[config.mk]
export PLATFORM = sky130hd
export DESIGN_NAME = multicast_drop_oldest_queues_core
export DESIGN_NICKNAME = d
export VERILOG_FILES = /design/src/mdoq_pkg.sv /design/src/mdoq_store.sv /design/src/multicast_drop_oldest_queues_core.sv
export SDC_FILE = /design/constraint.sdc
export NUM_CORES = 2
export LEC_CHECK = 0
export BUFFER_PORTS_ARGS = -buffer_cell sky130_fd_sc_hd__clkbuf_2
export CAP_MARGIN = 20
export CORE_MARGIN = 1.5
export CORE_UTILIZATION = 25
export DETAILED_ROUTE_END_ITERATION = 10
export SYNTH_ARGS = -nofsm -noshare
export SYNTH_HDL_FRONTEND = slang
export SYNTH_SLANG_ARGS = --single-unit
export TNS_END_PERCENT = 1
[constraint.sdc]
create_clock -name clk -period 21.2 [get_ports clk]
set_input_delay 1.06 -clock clk [delete_from_list [all_inputs] [get_ports clk]]
set_output_delay 1.06 -clock clk [all_outputs]
set_load 0.01 [all_outputs]
[src/mdoq_pkg.sv]
// ----------------------------------------------------------------------------
// mdoq_pkg
// shared types and constants of the multicast drop-oldest queue block
// ----------------------------------------------------------------------------
package mdoq_pkg;

	localparam int DEFAULT_DEPTH = 4;
	localparam int NUM_TOPICS    = 6;
	localparam int CFG_SLOTS     = 4;
	localparam int CFG_IDX_BITS  = 1;
	localparam int CFG_DATA_BITS = 16;

	localparam logic ACT_PUBLISH = 1'b0;
	localparam logic ACT_FETCH   = 1'b1;

	localparam logic [CFG_IDX_BITS-1:0] REG_TOPIC_MAP = 1'b0;
	localparam logic [CFG_IDX_BITS-1:0] REG_DEPTH_MAP = 1'b1;

	typedef enum logic [1:0] {
		ST_IDLE,
		ST_PUSH,
		ST_FETCH,
		ST_REPORT
	} state_t;

	typedef struct packed {
		logic        action;
		logic [2:0]  topic;
		logic [1:0]  subscriber;
		logic [63:0] payload;
	} req_t;

	typedef struct packed {
		logic [2:0]  push_hits;
		logic        fetched;
		logic [63:0] fetched_data;
		logic [3:0]  pending_count;
		logic [31:0] drop_tally;
	} rsp_t;

endpackage

[src/mdoq_store.sv]
// ----------------------------------------------------------------------------
// mdoq_store
// message ram, one write port and one registered read port
// ----------------------------------------------------------------------------
module mdoq_store #(
	parameter int AW = 5,
	parameter int DW = 64
) (
	input  logic          clk,
	input  logic          we,
	input  logic [AW-1:0] waddr,
	input  logic [DW-1:0] wdata,
	input  logic          re,
	input  logic [AW-1:0] raddr,
	output logic [DW-1:0] rdata
);

	logic [DW-1:0] mem [2**AW];
	logic [DW-1:0] rdata_q;

	always_ff @(posedge clk) begin
		if (we) begin
			mem[waddr] <= wdata;
		end
	end

	always_ff @(posedge clk) begin
		if (re) begin
			rdata_q <= mem[raddr];
		end
	end

	assign rdata = rdata_q;

endmodule

[src/multicast_drop_oldest_queues_core.sv]
// ----------------------------------------------------------------------------
// multicast_drop_oldest_queues_core
// publish/subscribe queues, one ring per subscriber, dropping the oldest entry
// when a publish finds the ring full
//
//   channel   handshake            payload
//   request   req_valid/req_stall  req  (mdoq_pkg::req_t)
//   result    rsp_valid/rsp_stall  rsp  (mdoq_pkg::rsp_t)
//   config    cfg_valid/cfg_ready  cfg_index, cfg_data
//
// a publish walks the subscribers one per cycle through a single update unit,
// then the result is loaded from the report state
// a fetch does the pointer update with the ram read, then the result load
// the ram has a single read port, which sets the fetch latency
// req_stall is high from acceptance until the result enters the output register
// a result stalled at the output does not hold back the next request
// reset clears pointers, fill levels, drop counters and the config registers
// ----------------------------------------------------------------------------
module multicast_drop_oldest_queues_core #(
	parameter int NUM_SUBSCRIBERS = 4,
	parameter int MAX_DEPTH       = 8,
	parameter int MESSAGE_BITS    = 64
) (
	input  logic                                 clk,
	input  logic                                 arst_n,
	input  logic                                 req_valid,
	output logic                                 req_stall,
	input  mdoq_pkg::req_t                       req,
	output logic                                 rsp_valid,
	input  logic                                 rsp_stall,
	output mdoq_pkg::rsp_t                       rsp,
	input  logic                                 cfg_valid,
	output logic                                 cfg_ready,
	input  logic [mdoq_pkg::CFG_IDX_BITS-1:0]    cfg_index,
	input  logic [mdoq_pkg::CFG_DATA_BITS-1:0]   cfg_data
);

	localparam int SW   = (NUM_SUBSCRIBERS > 1) ? $clog2(NUM_SUBSCRIBERS) : 1;
	localparam int PW   = (MAX_DEPTH > 1) ? $clog2(MAX_DEPTH) : 1;
	localparam int FW   = $clog2(MAX_DEPTH + 1);
	localparam int SUMW = ((PW > FW) ? PW : FW) + 1;
	localparam int DEF_EFF = (mdoq_pkg::DEFAULT_DEPTH > MAX_DEPTH) ?
		MAX_DEPTH : mdoq_pkg::DEFAULT_DEPTH;

	mdoq_pkg::state_t state_q, state_d;

	logic [mdoq_pkg::CFG_DATA_BITS-1:0] topic_map_q;
	logic [mdoq_pkg::CFG_DATA_BITS-1:0] depth_map_q;

	logic [PW-1:0] rp_q   [NUM_SUBSCRIBERS];
	logic [FW-1:0] fill_q [NUM_SUBSCRIBERS];
	logic [31:0]   drop_q [NUM_SUBSCRIBERS];

	logic                    act_q;
	logic [2:0]              topic_q;
	logic [1:0]              sel_q;
	logic [MESSAGE_BITS-1:0] payload_q;
	logic [SW-1:0]           idx_q;
	logic [2:0]              cnt_q;
	logic                    got_q;
	logic                    rsp_valid_q;
	mdoq_pkg::rsp_t          rsp_q;

	logic                    req_acc;
	logic                    sel_ok;
	logic [SW-1:0]           sel_idx;
	logic [SW-1:0]           rd_idx;
	logic                    in_reg;
	logic [3:0]              nib_t;
	logic [3:0]              nib_d;
	logic [FW-1:0]           eff_d;
	logic                    match;
	logic [PW-1:0]           cur_rp;
	logic [FW-1:0]           cur_fill;
	logic [31:0]             cur_drop;
	logic [PW-1:0]           rp_inc;
	logic [SUMW-1:0]         sum;
	logic [PW-1:0]           wslot;
	logic                    depth_one;
	logic                    drop_old;
	logic                    push_we;
	logic                    fetch_pop;
	logic                    rsp_load;
	logic                    last_idx;
	logic [MESSAGE_BITS-1:0] rdata;

	assign req_acc   = req_valid && !req_stall;
	assign cfg_ready = 1'b1;
	assign sel_ok    = int'(sel_q) < NUM_SUBSCRIBERS;
	assign sel_idx   = SW'(sel_q);
	assign last_idx  = idx_q == SW'(NUM_SUBSCRIBERS - 1);
	assign rd_idx    = (state_q == mdoq_pkg::ST_PUSH) ? idx_q : sel_idx;

	// shared update unit
	assign cur_rp   = rp_q[rd_idx];
	assign cur_fill = fill_q[rd_idx];
	assign cur_drop = drop_q[rd_idx];
	assign in_reg   = int'(rd_idx) < mdoq_pkg::CFG_SLOTS;
	assign nib_t    = 4'(topic_map_q >> {rd_idx, 2'b00});
	assign nib_d    = 4'(depth_map_q >> {rd_idx, 2'b00});

	always_comb begin
		if (nib_d == 4'd0) begin
			eff_d = FW'(DEF_EFF);
		end else if (int'(nib_d) > MAX_DEPTH) begin
			eff_d = FW'(MAX_DEPTH);
		end else begin
			eff_d = FW'(nib_d);
		end
	end

	assign match = in_reg && nib_t[3] && (nib_t[2:0] == topic_q)
		&& (int'(topic_q) < mdoq_pkg::NUM_TOPICS);
	assign depth_one = eff_d == FW'(1);
	assign drop_old  = !depth_one && (cur_fill >= eff_d);
	assign rp_inc    = (cur_rp == PW'(MAX_DEPTH - 1)) ? '0 : cur_rp + PW'(1);
	assign sum       = SUMW'(cur_rp) + SUMW'(cur_fill);

	always_comb begin
		if (depth_one) begin
			wslot = cur_rp;
		end else if (sum >= SUMW'(MAX_DEPTH)) begin
			wslot = PW'(sum - SUMW'(MAX_DEPTH));
		end else begin
			wslot = PW'(sum);
		end
	end

	// sequencer, next state
	always_comb begin
		state_d = state_q;
		unique case (state_q)
			mdoq_pkg::ST_IDLE: begin
				if (req_acc) begin
					state_d = (req.action == mdoq_pkg::ACT_FETCH) ?
						mdoq_pkg::ST_FETCH : mdoq_pkg::ST_PUSH;
				end
			end
			mdoq_pkg::ST_PUSH: begin
				if (last_idx) begin
					state_d = mdoq_pkg::ST_REPORT;
				end
			end
			mdoq_pkg::ST_FETCH: begin
				state_d = mdoq_pkg::ST_REPORT;
			end
			mdoq_pkg::ST_REPORT: begin
				if (!rsp_valid_q || !rsp_stall) begin
					state_d = mdoq_pkg::ST_IDLE;
				end
			end
			default: begin
				state_d = mdoq_pkg::ST_IDLE;
			end
		endcase
	end

	// sequencer, outputs
	always_comb begin
		req_stall = 1'b1;
		push_we   = 1'b0;
		fetch_pop = 1'b0;
		rsp_load  = 1'b0;
		unique case (state_q)
			mdoq_pkg::ST_IDLE: begin
				req_stall = 1'b0;
			end
			mdoq_pkg::ST_PUSH: begin
				push_we = match;
			end
			mdoq_pkg::ST_FETCH: begin
				fetch_pop = sel_ok && (cur_fill != '0);
			end
			mdoq_pkg::ST_REPORT: begin
				rsp_load = !rsp_valid_q || !rsp_stall;
			end
			default: begin
				req_stall = 1'b1;
			end
		endcase
	end

	always_ff @(posedge clk or negedge arst_n) begin
		if (!arst_n) begin
			state_q <= mdoq_pkg::ST_IDLE;
		end else begin
			state_q <= state_d;
		end
	end

	always_ff @(posedge clk or negedge arst_n) begin
		if (!arst_n) begin
			topic_map_q <= '0;
			depth_map_q <= '0;
		end else if (cfg_valid && cfg_ready) begin
			unique case (cfg_index)
				mdoq_pkg::REG_TOPIC_MAP: topic_map_q <= cfg_data;
				mdoq_pkg::REG_DEPTH_MAP: depth_map_q <= cfg_data;
				default: ;
			endcase
		end
	end

	always_ff @(posedge clk or negedge arst_n) begin
		if (!arst_n) begin
			for (int i = 0; i < NUM_SUBSCRIBERS; i++) begin
				rp_q[i]   <= '0;
				fill_q[i] <= '0;
				drop_q[i] <= '0;
			end
		end else if (push_we) begin
			if (depth_one) begin
				fill_q[rd_idx] <= FW'(1);
			end else if (drop_old) begin
				rp_q[rd_idx]   <= rp_inc;
				drop_q[rd_idx] <= cur_drop + 32'd1;
			end else begin
				fill_q[rd_idx] <= cur_fill + FW'(1);
			end
		end else if (fetch_pop) begin
			rp_q[rd_idx]   <= rp_inc;
			fill_q[rd_idx] <= cur_fill - FW'(1);
		end
	end

	always_ff @(posedge clk or negedge arst_n) begin
		if (!arst_n) begin
			idx_q   <= '0;
			cnt_q   <= '0;
			got_q   <= 1'b0;
			act_q   <= mdoq_pkg::ACT_PUBLISH;
			topic_q <= '0;
			sel_q   <= '0;
		end else if (req_acc) begin
			idx_q   <= '0;
			cnt_q   <= '0;
			got_q   <= 1'b0;
			act_q   <= req.action;
			topic_q <= req.topic;
			sel_q   <= req.subscriber;
		end else begin
			if (state_q == mdoq_pkg::ST_PUSH) begin
				idx_q <= idx_q + SW'(1);
			end
			if (push_we) begin
				cnt_q <= cnt_q + 3'd1;
			end
			if (fetch_pop) begin
				got_q <= 1'b1;
			end
		end
	end

	// request fields, payload only
	always_ff @(posedge clk) begin
		if (req_acc) begin
			payload_q <= MESSAGE_BITS'(req.payload);
		end
	end

	mdoq_store #(
		.AW(SW + PW),
		.DW(MESSAGE_BITS)
	) u_store (
		.clk   (clk),
		.we    (push_we),
		.waddr ({rd_idx, wslot}),
		.wdata (payload_q),
		.re    (fetch_pop),
		.raddr ({rd_idx, cur_rp}),
		.rdata (rdata)
	);

	// output register
	always_ff @(posedge clk or negedge arst_n) begin
		if (!arst_n) begin
			rsp_valid_q <= 1'b0;
		end else if (rsp_load) begin
			rsp_valid_q <= 1'b1;
		end else if (!rsp_stall) begin
			rsp_valid_q <= 1'b0;
		end
	end

	always_ff @(posedge clk) begin
		if (rsp_load) begin
			rsp_q.push_hits     <= (act_q == mdoq_pkg::ACT_PUBLISH) ? cnt_q : 3'd0;
			rsp_q.fetched       <= got_q;
			rsp_q.fetched_data  <= got_q ? 64'(rdata) : 64'd0;
			rsp_q.pending_count <= sel_ok ? 4'(cur_fill) : 4'd0;
			rsp_q.drop_tally    <= sel_ok ? cur_drop : 32'd0;
		end
	end

	assign rsp_valid = rsp_valid_q;
	assign rsp       = rsp_q;

	// checks
	a_fill_bound: assert property (@(posedge clk) disable iff (!arst_n)
		cur_fill <= FW'(MAX_DEPTH))
		else $error("fill level above ring size");

	a_pop_nonempty: assert property (@(posedge clk) disable iff (!arst_n)
		fetch_pop |-> (sel_ok && cur_fill != '0))
		else $error("pop from empty ring");

	a_pop_count: assert property (@(posedge clk) disable iff (!arst_n)
		fetch_pop |=> (fill_q[sel_idx] == $past(cur_fill) - FW'(1)))
		else $error("pop did not lower fill level");

	a_busy_after_accept: assert property (@(posedge clk) disable iff (!arst_n)
		req_acc |=> req_stall)
		else $error("second request taken while busy");

	a_fetch_data_zero: assert property (@(posedge clk) disable iff (!arst_n)
		(rsp_valid && !rsp.fetched) |-> (rsp.fetched_data == 64'd0))
		else $error("data shown without a pop");

endmodule

==> flow_metrics.tcl <==
set metrics [dict create \
    path_clk_slew_ns 0.06 \
    start_util_pct 25.1 \
    vdd_drop_max_mv 0.293 \
    first_pass_iters 5 \
    crit_buf_inv 6 \
    cts_hold_buf 0 \
    maxSlewHeadroom_pct 19.5 \
    synth_top_area_share_pct 69.5 \
    grt_pass1_wl_um 380000 \
    die_h_um 631 \
    rows 230 \
    rsz0062_at_grt "false" \
    clock_latency_ns 0.90 \
    post_cts.repair.setup_buffers 0 \
    io_pins 199 \
    tightest_slew_ns 1.21 \
    worstSetupStartpointType "flop" \
    die_w_um 631 \
    overflow 0 \
    place_congestion 0.731 \
    clock_skew_ns 0.0753 \
    worst_slack_ns 13.96 \
    critPathSlowestCell "buf_4" \
    route.detailed.drc 0 \
    period_needed_ns 7.24 \
    setup_viol_count_final 0 \
    p_leak_nw 35.9 \
    arrival_ns 7.87 \
    r2r_end "u_store.rdata[18]" \
    top_layer "met5" \
    antenna_found_initial 19 \
    async_flop_share_pct 8.18 \
    cts_buffers 269 \
    post_cts_resized 0 \
    synth_area_leaders "edfxtp_1 (69%), a211oi_1 (7.8%), mux2i_1 (5.7%)" \
    power.density_nw_per_um2 154 \
    cts-root-buf "clkbuf_16" \
    grt_pass1_vias 53400 \
    mappedNetlistArea_sq_um 98500 \
    timing.fmax_mhz 138 \
    wl_per_cell_um 23.0 \
    ys_seq_elements 2483 \
    grt_max_degree 218 \
    reg2regPathDepth 14 \
    maxCapViolations 0 \
    synth_area_per_cell_sq_um 16.3 \
    synth.yosys.seq_area_share_pct 74.6 \
    cts_tree "built" \
    cp_common_cell "buf_4" \
    final.setup.tns_ns 0 \
    outcome "finished, final reports clean" \
    wl_met2_um 130000 \
    port_buffers 197 \
    dp_cells 11100 \
    totalPowerFinal_w 0.0176 \
    dpl_cell_area_sq_um 106000 \
    finalHoldViolCount 0 \
    dr.first_iter.drc_count 5016 \
    reg2reg_from "state_q[1]" \
    via_per_inst 4.64 \
    critPathMaxFanout 217 \
    wl_um 267000 \
    critPathMaxStageDelay_ns 0.90 \
    drv_slew 0 \
    hold_class "primary input to async pin" \
    cp.required_ns 21.83 \
    rrSetupSlack_ns 13.96 \
    ys_types 55 \
    grt_use_total_pct 12.9 \
    crit_path_cell_trace "inv_1 -> ha_1 -> mux2i_4 -> buf_4 -> mux4_4 -> buf_12 -> buf_4 -> buf_12 -> buf_4 -> nor2b_1 -> a211oi_1 -> a21oi_1 -> a211oi_1 -> nor4_1" \
    syn_inst 6030 \
    wl_met1_um 117000 \
    synth_nets 6139 \
    ctsHtreeMaxLevel 5 \
    worstSetupEndpointType "flop" \
    critPathKind "flop to flop" \
    hpwl_um 134000 \
    ant_nets 0 \
    synth_edf_count 2280 \
    area_growth_pct 15.7 \
    die_area_sq_um 398000 \
    clock_path_buffers 4 \
    fin_crit_sh_pct 34.2 \
    path_delay_family "buffers and inverters" \
    crit_cells 14 \
    ys_warn_count 0 \
    drive_above_1_share_pct 13.5 \
    fin_cells 11600 \
    synth_ff_type "edfxtp_1" \
    synth.largest_area_cell "edfxtp_1" \
    core-area_sq_um 393000 \
    finalNetCount 6310 \
    vias 54000 \
    wl_met3_um 14100 \
    dpl_worst_slack_ns 13.87 \
    stdcell_area_sq_um 114000 \
    cts_sinks 2483 \
]
layout make-up:
| type | count | area, sq um |
|---|---|---|
| Antenna cell | 3 | 7.51 |
| Clock buffer | 334 | 7130 |
| Clock inverter | 146 | 1250 |
| Fill cell | 38700 | 279000 |
| Inverter | 22 | 95.1 |
| Multi-Input combinational cell | 3095 | 23300 |
| Sequential cell | 2483 | 73500 |
| Tap cell | 5220 | 6530 |
| Timing Repair Buffer | 330 | 2110 |
state kept, by name (all words and copies together) (netlist names):
signal / cells
rsp_valid: 1
rp_q: 12
u_store.rdata: 64
cnt_q: 3
depth_map_q: 16
payload_q: 64
topic_q: 3
state_q: 2
act_q: 1
sel_idx: 2
idx_q: 2
fill_q: 16
got_q: 1
topic_map_q: 16
u_store.mem: 2048
rsp: 104
drop_q: 128
cell usage in the layout (no fill, tap or decap), drive strengths merged, types with 21 or more instances in the layout:
cell type	synthesis	routed
nor2	85	85
a21oi	312	312
nor2b	517	517
xnor2	23	23
nand3	21	21
xor2	22	22
mux2i	563	563
dfrtp	203	203
clkinv	0	105
edfxtp	2280	2280
mux2	84	84
nor4	93	93
and2	65	65
nand2	118	118
o21ai	59	59
clkbuf	289	531
buf	141	133
inv	22	37
a211oi	1025	1025
mux4	30	30
how the worst max path moves through the flow:
stage	from	endpoint	slack (ns)
floorplan	state_q[1]	u_store.mem[10][0]	10.61
global placement	state_q[1]	u_store.rdata[29]	13.72
detailed placement	state_q[1]	u_store.rdata[29]	13.87
CTS	state_q[1]	u_store.rdata[29]	13.89
global route	state_q[1]	u_store.rdata[21]	13.38
finish	state_q[1]	u_store.rdata[18]	13.96
where the power goes:
group	internal (W)	leakage (nW)	switching (W)
registers	0.00592	23.3	0.000303
logic	0.00235	8.57	0.00450
clock network	0.00258	4.07	0.00193
total	0.0108	35.9	0.00673
synthesized netlist by cell type, drive strengths merged, types with 2 or more instances:
master and number:
inv 22, o21a 2, nor3b 3, and2 65, nor4 93, mux4 30, a211oi 1025, edfxtp 2280
ha 16, nor3 20, nand2 118, nor2b 517, nor2 85, o22ai 2, a21o 5, clkbuf 289
a31oi 3, nand4 9, o211ai 3, xor2 22, mux2 84, a21oi 312, buf 141, or3 4
o21ai 59, mux2i 563, nand3 21, dfrtp 203, xnor2 23
cells by family (layout without fill, tap and decap cells):
group	after synthesis	after routing	share of synthesized area [%]
other	1	4	0.00381
muxes	677	677	7.40
xor gates and xnor gates	45	45	0.408
buffers and inverters	452	832	2.03
adders and majority gates	17	17	0.223
and+or+nand+nor	940	940	5.47
DFF	2483	2483	74.6
AOI/OAI and AO/OA	1415	1415	9.83
layer usage:
layer,GRT usage [%],up-vias
met1,17.3,27800
met3,1.78,373
met5,0,-
met2,21.9,1576
met4,3.30,10
li1,-,24200
per-stage QoR:
| step | util (%) | hold WS, ns |
|---|---|---|
| detailed placement | 26.9 | 0.463 |
| floorplan | - | 0.443 |
| finish | 29.0 | 0.192 |
| global route | 29.0 | 0.198 |
| CTS | 29.0 | 0.149 |
| global placement | 26.9 | 0.457 |
worst register-to-register path: stages, from the launching register on:
cell,delay [ns]
dfrtp_1,0.41
inv_1,0.13
ha_1,0.48
mux2i_4,0.31
buf_4,0.35
mux4_4,0.73
buf_12,0.70
buf_4,1.01
buf_12,0.78
buf_4,1.13
nor2b_1,0.19
a211oi_1,0.27
a21oi_1,0.09
a211oi_1,0.35
nor4_1,0.08
Note: power is estimated with default switching activity, not from simulation.
